--- src/rtl/kdcs_pkg.sv ---
// Shared types, constants and register indexes for the key difference column sum block.
`default_nettype none
package kdcs_pkg;

  localparam int MAX_KEY_BITS  = 256;
  localparam int MAX_ROWS      = 16;
  localparam int KEY_WORD_BITS = 32;
  localparam int WORD_SLOTS    = (MAX_KEY_BITS + KEY_WORD_BITS - 1) / KEY_WORD_BITS;

  localparam int COL_W   = $clog2(MAX_KEY_BITS);
  localparam int ROW_W   = $clog2(MAX_ROWS);
  localparam int BIT_W   = $clog2(KEY_WORD_BITS);
  localparam int WPOS_W  = (WORD_SLOTS > 1) ? $clog2(WORD_SLOTS) : 1;
  localparam int GBIT_W  = WPOS_W + BIT_W;
  localparam int KBC_W   = 9;
  localparam int RC_W    = 5;
  localparam int WGT_W   = 16;
  localparam int SUM_W   = 32;
  localparam int CFG_W   = 9;
  localparam int CFG_IDX_W = 1;
  localparam int QUEUE_DEPTH = 2;

  // Configuration register indexes
  localparam logic [CFG_IDX_W-1:0] REG_KEY_BIT_COUNT = 1'd0;
  localparam logic [CFG_IDX_W-1:0] REG_ROW_COUNT     = 1'd1;

  // Request kinds
  localparam logic KIND_LOAD = 1'b0;
  localparam logic KIND_KEY  = 1'b1;

  typedef struct packed {
    logic                    kind;
    logic [3:0]              weight_row;
    logic [7:0]              weight_col;
    logic signed [WGT_W-1:0] weight_value;
    logic [31:0]             key_left;
    logic [31:0]             key_right;
    logic                    last_word;
  } in_t;

  typedef struct packed {
    logic signed [SUM_W-1:0] row_sum;
    logic [3:0]              row_index;
    logic                    sum_saturated;
    logic                    last_row;
  } out_t;

  // Classified request handed from the front end to the back end
  typedef struct packed {
    logic                     is_key;
    logic [ROW_W-1:0]         row;
    logic [COL_W-1:0]         col;
    logic signed [WGT_W-1:0]  value;
    logic [KEY_WORD_BITS-1:0] diff;
    logic                     last_word;
  } work_t;

endpackage
`default_nettype wire

--- src/rtl/kdcs_front.sv ---
// Front end: accepts requests, classifies them and queues them for the back end.
`default_nettype none
module kdcs_front
  import kdcs_pkg::*;
(
  input  wire logic  clk,
  input  wire logic  rst,
  input  wire logic  in_valid,
  output logic       in_ready,
  input  wire in_t   in_data,
  output logic       q_valid,
  output work_t      q_head,
  input  wire logic  q_pop
);

  localparam int PTR_W = $clog2(QUEUE_DEPTH);
  localparam int CNT_W = $clog2(QUEUE_DEPTH + 1);

  work_t              slots [QUEUE_DEPTH];
  logic [PTR_W-1:0]   wr_ptr;
  logic [PTR_W-1:0]   rd_ptr;
  logic [CNT_W-1:0]   count;
  work_t              classified;
  logic               push;
  logic               pop;

  always_comb begin
    classified.is_key    = (in_data.kind == KIND_KEY);
    classified.row       = ROW_W'(in_data.weight_row);
    classified.col       = COL_W'(in_data.weight_col);
    classified.value     = in_data.weight_value;
    classified.diff      = in_data.key_left ^ in_data.key_right;
    classified.last_word = in_data.last_word;
  end

  assign in_ready = (count != CNT_W'(QUEUE_DEPTH));
  assign push     = in_valid && in_ready;
  assign q_valid  = (count != '0);
  assign pop      = q_pop && q_valid;
  assign q_head   = slots[rd_ptr];

  always_ff @(posedge clk) begin
    if (push) begin
      slots[wr_ptr] <= classified;
    end
  end

  always_ff @(posedge clk) begin
    if (rst) begin
      wr_ptr <= '0;
      rd_ptr <= '0;
      count  <= '0;
    end else begin
      if (push) begin
        wr_ptr <= (wr_ptr == PTR_W'(QUEUE_DEPTH - 1)) ? '0 : wr_ptr + PTR_W'(1);
      end
      if (pop) begin
        rd_ptr <= (rd_ptr == PTR_W'(QUEUE_DEPTH - 1)) ? '0 : rd_ptr + PTR_W'(1);
      end
      unique case ({push, pop})
        2'b10:   count <= count + CNT_W'(1);
        2'b01:   count <= count - CNT_W'(1);
        default: count <= count;
      endcase
    end
  end

endmodule
`default_nettype wire

--- config.mk ---
export PLATFORM = sky130hd
export DESIGN_NAME = kdcs_front
export DESIGN_NICKNAME = d
export VERILOG_FILES = /design/src/rtl/kdcs_pkg.sv /design/src/rtl/kdcs_front.sv
export SDC_FILE = /design/constraint.sdc
export NUM_CORES = 1
export LEC_CHECK = 0
export ABC_AREA = 1
export BUFFER_PORTS_ARGS = -buffer_cell sky130_fd_sc_hd__buf_4
export CORE_MARGIN = 2
export CORE_UTILIZATION = 35
export DETAILED_ROUTE_END_ITERATION = 10
export HOLD_SLACK_MARGIN = 0.03
export PLACE_DENSITY = 0.64
export SETUP_SLACK_MARGIN = 0.02
export SLEW_MARGIN = 10
export SYNTH_ARGS = -nofsm -noshare
export SYNTH_HDL_FRONTEND = slang
export SYNTH_SLANG_ARGS = --single-unit
--- constraint.sdc ---
create_clock -name clk -period 4.2 [get_ports clk]
set_input_delay 0.21 -clock clk [delete_from_list [all_inputs] [get_ports clk]]
set_output_delay 0.21 -clock clk [all_outputs]
set_load 0.03 [all_outputs]
# == After elaboration in Yosys (flattened, before gate mapping) ==
# Memory sizes are Yosys's and may differ from the RTL's. A register that Yosys moved wholly into a read port is not among the register bits.
# Index checks and enable logic that the tools add are counted.
# totals
mem_bits_rw,124
mem_count,1
latchBits,0
elab_cells,23
in_bits,98
out_inout_bits,64
mem_bits_ro,0
ff_bits,4
# memory_table
memory,depth,word_bits,rd,rd_clocked_by_memory_dff,write_ports,line_no,rtl
slots,2,62,1,1,1,kdcs_front.sv:19,work_t slots [QUEUE_DEPTH];
# op_classes
n_reduce_logical,4
div,0
order_cmp,0
n_eq_ne,3
mux,7
n_addsub,4
bitwise_logic,1
shifts,0
multipliers,0
# ops
op,count
$xor 32x32->32,1
$mux 1,6
$pmux 2 s2,1
$reduce_bool 2->1,2
$add 1x1->1 const B,2
$add 2x1->2 const B,1
$eq 2x1->1 const B,1
$eq 2x2->1 const B,1
$logic_and 1x1->1,2
$ne 2x2->1 const B,1
$sub 2x1->2 const B,1

# == Logic depth before layout (Yosys ltp) ==
# Gate-level depths: netlist of run 1.
# logic_depth
ltp_word,4
depth_mapped,10
ltp_nobuf,10

# == Least setup slack after synthesis of run 1 ==
# No wires, ideal clock.
# synth_timing
path_type,register to register
startpoint,reg count[0]
endpoint,"mem slots[0][0] in the netlist's numbering, enable pin"
setup_ns,0.482
n_path_buf,0
arrival_ns,3.433
stages_incl_launch_ff,5
period_less_slack_ns,3.916
required_ns,3.718
slack_ns,0.284
cell_sequence,dfxtp_1 inv_1 nand2_1 nand2_1 nor2_1
# synth_between
elab_chain_cells,4
# synth_rtl
item,line_no,rtl
"start, declared",kdcs_front.sv:22,logic [CNT_W-1:0] count;
"start signal, assigned",kdcs_front.sv:61,2'b10: count <= count + CNT_W'(1);
"start signal, assigned",kdcs_front.sv:62,2'b01: count <= count - CNT_W'(1);
"start signal, assigned",kdcs_front.sv:63,default: count <= count;
$ne 2x2->1,kdcs_front.sv:36,assign in_ready = (count != CNT_W'(QUEUE_DEPTH));
via in_ready,kdcs_front.sv:9,"output logic in_ready,"
$logic_and 1x1->1,kdcs_front.sv:37,assign push = in_valid && in_ready;
$mux 1,kdcs_front.sv:43,if (push) begin
$mux 1 (not written as such),kdcs_front.sv:44,slots[wr_ptr] <= classified;
"end, declared",kdcs_front.sv:19,
# The timed path passes the listed nets, and every way through them passes these cells.

==> results of run 1 <==
[metal layers]
metal  part of all wire (%)  GRT usage [%]  up-vias
met5                      0              0        -
met4                    1.1          4.137        0
met3                    7.0          4.020        7
met2                     49          19.73      117
met1                     43          15.12     1402
li1                       -              -     1395
[layout make-up]
| type | count | share of cell area (%) |
|---|---|---|
| tap | 184 | 3.055 |
| sequential | 129 | 50.79 |
| timing repair buffer | 194 | 20.49 |
| clock inverter | 13 | 1.926 |
| inverter | 8 | 0.3985 |
| clock buffer | 18 | 5.695 |
| multi-input combinational | 119 | 17.65 |
[per-stage QoR]
stage          power (mW)  hold slack, ns  worst slack (ns)
2_1_floorplan       2.449          0.3089            0.2841
3_3_place_gp        2.759          0.3975             1.904
3_5_place_dp        2.778          0.3997             1.819
4_1_cts             4.225         0.06362             1.640
5_1_grt             4.354         0.08200             1.570
6_report            4.172         0.08685             1.728
[flip-flops by register name (all words and copies together), names as in the netlist, named ones only]
signal,count
wr_ptr,1
slots,124
count,2
rd_ptr,1
[worst paths after layout]
path                          from                      to  depth (start not counted)
max                           flop              q_head[59]                          3
min                       in_valid     wr_ptr$_SDFFE_PP0P_                          3
max reg2reg  count[0]$_SDFFE_PP0P_  slots[1][40]$_DFFE_PP_                          5
min reg2reg    rd_ptr$_SDFFE_PP0P_     rd_ptr$_SDFFE_PP0P_                          2
[cells in the mapped netlist (2+ instances only)]
cell type and n:
a21oi_1 2, nand2_1 8, inv_1 8, mux2_4 60
xor2_1 32, o21ai_0 3, mux2_2 2, dfxtp_1 5
buf_12 6, edfxtp_1 124, nor2_1 10
[worst reg2reg max path, stage by stage, from the launching register on]
cell and delay [ns]:
dfxtp_1 0.36, inv_1 0.10, nand2_1 0.12, nand2_1 0.17, nor2_4 0.63, buf_4 0.57
[power breakdown]
group	internal, mW	switching, mW
clock	0.919	0.496
combinational	0.508	0.567
sequential	1.59	0.0875
[kinds of logic (layout without fill, tap and decap cells)]
kind of cell / after synthesis / count (layout) / share of synthesized area, %
DFF: 129 / 129 / 72.14
xor gates and xnor gates: 32 / 32 / 5.288
muxes: 62 / 62 / 17.42
AOI/OAI and AO/OA: 5 / 5 / 0.4721
buffers and inverters: 15 / 233 / 3.045
and+or+nand+nor: 19 / 19 / 1.393
adders and majority gates: 1 / 1 / 0.2360
==> metrics, run 1 <==
vias per inst=about 4.4; post-synth top area share=about 70%; Clock transition at path regs=roughly 0.05 ns; DIE AREA=around 16000 um2; # clock sinks=~130; Port Buffer Count=161; WS Path Type=reg2out; Die H=roughly 130 um; initial antenna violation count=0; Reg area=around 3800 um2; most common cell after layout, fill and taps aside=buf_4; Starting DRT DRC Count=96; Avg Cell Area, Syn=between 20 and 25 um2; First-pass DRT Iterations=6; Layout Utilization=about half; Crit path top cell by count=buf_4; fmax=404.5 MHz; post-synth top area cell=edfxtp_1; CTS resizes=0; # nets final=between 500 and 600; Starting Density=36.19%; Post-synth EDFFs=between 100 and 150; setup slack, reg-to-reg=between 1.5 and 2 ns; setup TNS=0 ns; Placed Area=roughly 6700 um2; I/O pin cnt=between 150 and 200; top post-synthesis cells by area=edfxtp_1, mux2_4, xor2_1, buf_12, dfxtp_1; Yosys warnings=0; routed len/inst=between 10 and 15 um; delay-heaviest family, CP=flip-flops; total CTS buffers=17; Final setup viols=0; CP cell instances=buf_4 > mux2_4 > buf_4; Final min period=2.472 ns; largest net degree at the start of global routing=between 40 and 50; vias post-DR=between 2000 and 3000; RSZ-0062 raised after global routing=false; register bit total from synthesis=around 130; global-route wire length before repair=14.90 mm; max-cap violations=0; Setup Skew=0.005652 ns; Req. time, crit path=approximately 4.0 ns; status=finished, final reports clean; PD cells=553.6 nW/um2; GRT Util Overall=between 10% and 20%; Worst Path Max Fanout=43; asr flop ratio synth=0%; final std cells w/o fill=~670; CTS tree=built; Slowest-stage cell, CP=dfxtp_4; placed cells=~600; commonest non-fill, non-tap cells in the layout=buf_4, edfxtp_1, mux2_4; Filler cells=around 1200; Antenna Nets Post-Route=0; routability cong.=0.7394; final hold violation count=0; Hold Path Class=in2reg; Ant. Diodes=0; Die X=roughly 130 um; Pleak=3.059 nW; vias in the first global route=just over 3000; Final Cycle Share=around three fifths; WL final=9.604 mm; Mapped Cells=263; row count=44; crit end category=output port; max incr delay on CP=around 0.86 ns; area of the multi-input gates=1330 um2; area added between synthesis and finish=42.19%; Clock Tree Root=clkbuf_16; Worst VDD drop=between 0.2 and 0.25 mV; Crit path buffers/inverters=2; WP data arrival=roughly 2.3 ns; Most used DFF post-synth=edfxtp_1; GRT overflow=0; CTS max path bufs=2; fin area=7536 um2; layout cell share with drive strength beyond 1=roughly 53%; hold_buf cts=30; H-Tree Depth=4; Post-DP HPWL=6.413 mm; sequential fraction of the synthesis area=between 70% and 80%; Residual DRC=0; Clock Latency Late Sink=about 0.39 ns; Cell Area, Synth=approximately 5300 um2; Yosys cell types=14; Startpoint Class=flop; Mapped Nets=roughly 360; CORE AREA=about 15000 um2; Slew Limit Fails=0; postcts setup bufs=0; Tightest Pin Transition=approximately 1 ns; normalized max-slew margin=roughly a third
Note: power is estimated with default switching activity, not from simulation.
==> inputs of run 2 (changes only) <==
--- a/config.mk
+++ b/config.mk
@@ -11,7 +11,7 @@
 export CORE_UTILIZATION = 35
 export DETAILED_ROUTE_END_ITERATION = 10
 export HOLD_SLACK_MARGIN = 0.03
-export PLACE_DENSITY = 0.64
+export PLACE_DENSITY = 0.66
 export SETUP_SLACK_MARGIN = 0.02
 export SLEW_MARGIN = 10
 export SYNTH_ARGS = -nofsm -noshare
==> constraint.sdc (replaced) <==
create_clock -name clk -period 2.2 [get_ports clk]
set_input_delay 0.11 -clock clk [delete_from_list [all_inputs] [get_ports clk]]
set_output_delay 0.11 -clock clk [all_outputs]
set_load 0.03 [all_outputs]
==> run 2 against run 1 <==
Effect of this change:
- cell count increased by 8.4%
- power is 93% higher
- combinational power is 110% higher
- die area unchanged
- register-to-register slack got worse by 1.3 ns
- core utilization up 3.9 points
- largest cell class unchanged
- first-iteration DRC count grew 58%
==> metrics, run 2 (same netlist as run 1, synthesis figures left out) <==
CORE AREA=14640 um2 (unchanged); First-pass DRT Iterations=4 (-2); max reg flops=124 (unchanged); crit end category=output port; CTS max path bufs=2 (unchanged); GRT Util Overall=13.20% (+1.1 points); Die H=127.1 um (unchanged); Slew Limit Fails=0 (unchanged); met2 routed WL=5.393 mm (+14%); row count=44 (unchanged); routed len/inst=14.49 um (+0.32%); DIE AREA=16140 um2 (unchanged); layout cell share with drive strength beyond 1=48.60% (-4.8 points); I/O pin cnt=162 (unchanged); fmax=530.6 MHz; CP cell instances=buf_12 > mux2_4 > buf_4; Filler cells=1209 (+1.0%); Worst Path Max Fanout=29 (-33%); setup TNS=0 ns (unchanged); Residual DRC=0 (unchanged); setup slack, reg-to-reg=0.55 ns (-1.30 ns); normalized max-slew margin=68.91% (+34 points); Req. time, crit path=2.09 ns (-1.90 ns); status=finished, final reports clean; vias post-DR=3158 (+8.1%); Starting DRT DRC Count=152 (+58%); PD cells=994.8 nW/um2 (+80%); Setup Skew=0.01374 ns (+0.008091 ns); Reg-to-Reg End=slots[1][9]$_DFFE_PP_; WL final=10.45 mm (+8.8%); RSZ-0062 raised after global routing=false; # nets final=623 (+9.7%); WS Path Type=reg2out; biggest regs=slots: 124 flops, count: 2 flops; FF-to-FF Start=count[0]$_SDFFE_PP0P_; total CTS buffers=17 (unchanged); Worst Hold Depth=2 (-1); Worst VDD drop=0.5063 mV (+100%); Clock Tree Root=clkbuf_16; vias in the first global route=3410 (+12%); Die X=127.1 um (unchanged); global-route wire length before repair=16.12 mm (+8.2%); Crit path buffers/inverters=2 (unchanged); Metal-1 WL=4.152 mm (+1.5%); R2R cell count=5 (unchanged); most common cell after layout, fill and taps aside=buf_4; # clock sinks=129 (unchanged); delay-heaviest family, CP=flip-flops; Post-DP HPWL=6.719 mm (+4.8%); HP Start=in_data[62]; Port Buffer Count=161 (unchanged); Final setup viols=0 (unchanged); Reg area=3827 um2 (unchanged); Layout Utilization=55.32% (+3.9 points); CTS tree=built; area added between synthesis and finish=52.86%; Reg with most FFs=slots; area of the multi-input gates=1333 um2 (+0.19%); vias per inst=4.380 (-0.28%); Starting Density=36.19% (unchanged); Worst Hold Endpoint=slots[1][30]$_DFFE_PP_; GRT overflow=0 (unchanged); Top Metal Used=met4; metal3 WL=720 um (+7.3%); max incr delay on CP=0.56 ns (-0.30 ns); Slowest-stage cell, CP=dfxtp_4; Hold Path Class=in2reg; final hold violation count=0 (unchanged); largest net degree at the start of global routing=38 (-14%); Tightest Pin Transition=0.4663 ns (-0.5064 ns); WP data arrival=1.77 ns (-0.49 ns); Final Power=8.059 mW (+93%); Clock transition at path regs=0.05 ns (about the same); initial antenna violation count=0 (unchanged); Ant. Diodes=0 (unchanged); Final min period=1.885 ns; routability cong.=0.7120 (-3.7%); Final Cycle Share=between 80 and 90%; max-cap violations=0 (unchanged); Pleak=3.295 nW (+7.7%); H-Tree Depth=4 (unchanged); commonest non-fill, non-tap cells in the layout=buf_4, edfxtp_1, dlygate4sd3_1; Startpoint Class=flop; Antenna Nets Post-Route=0 (unchanged); Clock Latency Late Sink=0.40 ns (about the same)
==> run 2: cell types whose count changed in the layout (fill, tap and decap cells not counted), moves of 2 or more <==
cell           delta
clkinv_2          -3
clkinv_4          +3
buf_12            +2
inv_6             +2
dlygate4sd3_1    +52
==> run 2: routing by layer <==
metal,up-vias,GRT usage [%]
met1,1506,14.28
met5,-,0
met3,17,4.397
met2,123,23.88
met4,0,5.236
li1,1512,-
==> run 2: worst max-delay path by stage <==
stage / from / end / slack [ns] / cells after the start
floorplan: count[0]$_SDFFE_PP0P_ / slots[0][0]$_DFFE_PP_ / 0.04 / 4
global placement: count[0]$_SDFFE_PP0P_ / slots[1][57]$_DFFE_PP_ / 0.65 / 5
detailed placement: count[0]$_SDFFE_PP0P_ / slots[1][14]$_DFFE_PP_ / 0.56 / 5
CTS: flop / q_head[53] / 0.27 / 3
global route: flop / q_head[59] / 0.22 / 3
finish: flop / q_head[59] / 0.32 / 3
==> run 2: where the power goes <==
part           internal, mW  switching, mW  total, mW
clock                  1.66          0.982       2.64
combinational          1.09           1.18       2.26
sequential             3.04          0.112       3.15
total                  5.79           2.27       8.06
==> run 2: metrics by stage <==
step                      setup WS, ns  hold slack, ns  instance area [um2]  cells
after floorplan                0.04491          0.2089                 5318    263
after global placement          0.6502          0.2978                 6711    607
after detailed placement        0.5558          0.2996                 6711    607
after CTS                       0.2703         0.03004                 8092    720
after global routing            0.2229         0.03441                 8102    721
final                           0.3154         0.04293                 8102    721
==> run 2: timing repair <==
action	CTS	global route
endpoints found under the setup margin	0	0
hold buffers	81	1
hold endpoints to repair	115	2
resized for setup	0	0
setup buffers	0	0
==> run 2: cell type report <==
type	instances	area share (%)
Sequential cell	129	47.24
Timing Repair Buffer	249	26.07
Multi-Input combinational cell	119	16.45
Clock buffer	18	5.297
Tap cell	184	2.842
Clock inverter	14	1.730
Inverter	8	0.3707
==> run 2: worst register-to-register path: stages (launching register included) <==
cell	delay, ns
dfxtp_1	0.35
inv_1	0.11
nand2_2	0.09
nand2_1	0.16
nor2_4	0.13
buf_4	0.40
==> inputs of run 3 (changes only) <==
--- a/config.mk
+++ b/config.mk
@@ -5,13 +5,14 @@
 export SDC_FILE = /design/constraint.sdc
 export NUM_CORES = 1
 export LEC_CHECK = 0
-export ABC_AREA = 1
 export BUFFER_PORTS_ARGS = -buffer_cell sky130_fd_sc_hd__buf_4
+export CORE_ASPECT_RATIO = 1.75
 export CORE_MARGIN = 2
 export CORE_UTILIZATION = 35
 export DETAILED_ROUTE_END_ITERATION = 10
 export HOLD_SLACK_MARGIN = 0.03
-export PLACE_DENSITY = 0.66
+export PLACE_DENSITY = 0.67
+export REMOVE_ABC_BUFFERS = 1
 export SETUP_SLACK_MARGIN = 0.02
 export SLEW_MARGIN = 10
 export SYNTH_ARGS = -nofsm -noshare
==> run 3 against run 2 <==
Effect of this change:
- via count rose by 0.16%
- global-route usage is 0.96 points higher
- critical path depth unchanged
- register-to-register slack about the same
- hold slack better by 0.0017 ns
- first-iteration DRC count grew 36%
- clock power up 26%
- core utilization grew 2.5 points
- die area fell by 6.0%
- worst setup slack better by 0.13 ns
- non-clock buffer count increased by 2
- routed wire length increased by 1.3%
- critical path type unchanged
- largest cell class unchanged
==> metrics, run 3 <==
final std cells w/o fill=702 (-2.6%); Cell Area, Synth=4960 um2 (-6.4%); WP data arrival=1.65 ns (-0.12 ns); max-cap violations=0 (unchanged); crit end category=output port; Clock Latency Late Sink=0.41 ns (about the same); most common cell after layout, fill and taps aside=buf_4; Slowest-stage cell, CP=mux2_2; CP cell instances=buf_12 > mux2_2 > buf_4; total CTS buffers=17 (unchanged); Avg Cell Area, Syn=19.92 um2 (-1.2%); WL final=10.58 mm (+1.3%); commonest non-fill, non-tap cells in the layout=buf_4, edfxtp_1, dlygate4sd3_1; Hold Path Class=in2reg; Die H=161.5 um (+27%); register bit total from synthesis=129 (unchanged); area added between synthesis and finish=61.33%; # nets final=611 (-1.9%); Final setup viols=0 (unchanged); Crit. path cell count=3 (unchanged); Worst VDD drop=1.131 mV (+120%); FF-to-FF Start=count[0]$_SDFFE_PP0P_; Worst Path Max Fanout=62 (+110%); Req. time, crit path=2.09 ns (about the same); Most used DFF post-synth=edfxtp_1; Final Cycle Share=79.79% (-5.9 points); normalized max-slew margin=76.09% (+7.2 points); Tightest Pin Transition=0.3587 ns (-0.1076 ns); final hold violation count=0 (unchanged); CTS max path bufs=2 (unchanged); CTS resizes=0 (unchanged); Ant. Diodes=0 (unchanged); HP Start=in_data[22]; First-pass DRT Iterations=4 (unchanged); setup TNS=0 ns (unchanged); max incr delay on CP=0.40 ns (-0.16 ns); Starting DRT DRC Count=206 (+36%); post-synth top area share=75.08% (+4.8 points); CTS tree=built; Reg with most FFs=slots; vias post-DR=3163 (+0.16%); H-Tree Depth=4 (unchanged); GRT Util Overall=14.17% (+0.96 points); RSZ-0062 raised after global routing=false; row count=57 (+30%); Port Buffer Count=161 (unchanged); initial antenna violation count=0 (unchanged); max reg flops=124 (unchanged); hold_buf cts=81 (unchanged); CORE AREA=13840 um2 (-5.5%); Mapped Cells=249 (-5.3%); Die X=93.99 um (-26%); global-route wire length before repair=16.00 mm (-0.73%); Clock transition at path regs=0.05 ns (about the same); sequential fraction of the synthesis area=77.09% (+5.0 points); largest net degree at the start of global routing=63 (+66%); Final min period=1.755 ns (-0.1292 ns); Post-synth EDFFs=124 (unchanged); asr flop ratio synth=0% (unchanged); Filler cells=1036 (-14%); Setup Skew=0.009702 ns (-0.004041 ns); Startpoint Class=flop; vias per inst=4.506 (+2.9%); Pleak=3.127 nW (-5.1%); Reg-to-Reg End=count[1]$_SDFFE_PP0P_; routed len/inst=15.07 um (+4.0%); post-synth top area cell=edfxtp_1; Slew Limit Fails=0 (unchanged); final worst setup slack=0.4446 ns (+0.1292 ns); Yosys warnings=0 (unchanged); Synth top cells by count=edfxtp_1, mux2_2, xor2_1, buf_2, dfxtp_1; count leader, synth=edfxtp_1; fmax=569.7 MHz (+7.4%); status=finished, final reports clean; vias in the first global route=3374 (-1.1%); Crit path buffers/inverters=2 (unchanged); layout cell share with drive strength beyond 1=49.71% (+1.1 points); Clock Tree Root=clkbuf_16; I/O pin cnt=162 (unchanged); DIE AREA=15180 um2 (-6.0%); postcts setup bufs=0 (unchanged); delay-heaviest family, CP=buffers and inverters; Worst Hold Depth=2 (unchanged); post-placement setup slack=0.5702 ns (+0.01435 ns); biggest regs=slots: 124 flops, count: 2 flops; Post-DP HPWL=6.418 mm (-4.5%); Residual DRC=0 (unchanged); # clock sinks=129 (unchanged); placed cells=583 (-4.0%); Starting Density=35.85% (-0.35 points); setup slack, reg-to-reg=0.54 ns (about the same); Worst Hold Endpoint=slots[1][22]$_DFFE_PP_; WS Path Type=reg2out; R2R cell count=6 (+1); GRT overflow=0 (unchanged); PD cells=1201 nW/um2 (+21%); Yosys cell types=19 (+5); top post-synthesis cells by area=edfxtp_1, mux2_2, xor2_1, dfxtp_1, buf_2; routability cong.=0.7346 (+3.2%); Antenna Nets Post-Route=0 (unchanged)
## run 3: cell types whose count changed in the layout (fill, tap and decap cells not counted), sizes merged, moves of 2 or more
cell	change
buf	-3
dlygate4sd3	+5
nor2	-7
inv	-8
o21ai	-2
xnor2	+2
clkinvlp	-2
nand2	-7
clkinv	-3
bufinv	+6
## run 3: area by class of cell
cell class              instances  area, um2  share of cell area [%]
clock buffers                  18      429.2                   5.364
clock inverters                14      284.0                   3.550
inverters                       1      3.754                 0.04691
multi-input cells             112       1099                   13.73
flip-flops and latches        129       3825                   47.80
well taps                     177      221.5                   2.768
repair buffers                251       2140                   26.74
## run 3: logic make-up after synthesis
family | after synthesis | synth area share [%]
compound gates | 5 | 0.6559
xor+xnor | 35 | 6.181
fa+ha+maj | 1 | 0.2522
buf+inv | 8 | 0.7819
flops | 129 | 77.09
mux | 62 | 14.08
simple gates | 9 | 0.9589
## run 3: worst max path at each step
stage	to
6_report	q_head[46]
5_1_grt	q_head[61]
4_1_cts	q_head[17]
3_5_place_dp	count[1]$_SDFFE_PP0P_
3_3_place_gp	count[1]$_SDFFE_PP0P_
2_1_floorplan	slots[1][0]$_DFFE_PP_
## run 3: routing by layer
metal	global-route usage [%]	wire length, um
met5	0	0
met4	8.235	305
met3	3.591	456
met2	27.47	6422
met1	12.54	3392
## run 3: power by group
| part | switching [mW] | internal, mW |
|---|---|---|
| logic | 1.72 | 1.32 |
| registers | 0.0960 | 3.14 |
| clock network | 0.977 | 2.35 |
| total | 2.79 | 6.82 |
## run 3: stage by stage
stage / power [mW] / hold WS [ns] / area (um2) / utilization, %
detailed placement: 6.201 / 0.2980 / 6417 / 46.38
finish: 9.611 / 0.04462 / 8001 / 57.83
global route: 9.971 / 0.03186 / 8001 / 57.83
CTS: 9.703 / 0.03036 / 7941 / 57.40
global placement: 6.152 / 0.2958 / 6417 / 46.38
floorplan: 5.095 / 0.1791 / 4925 / -
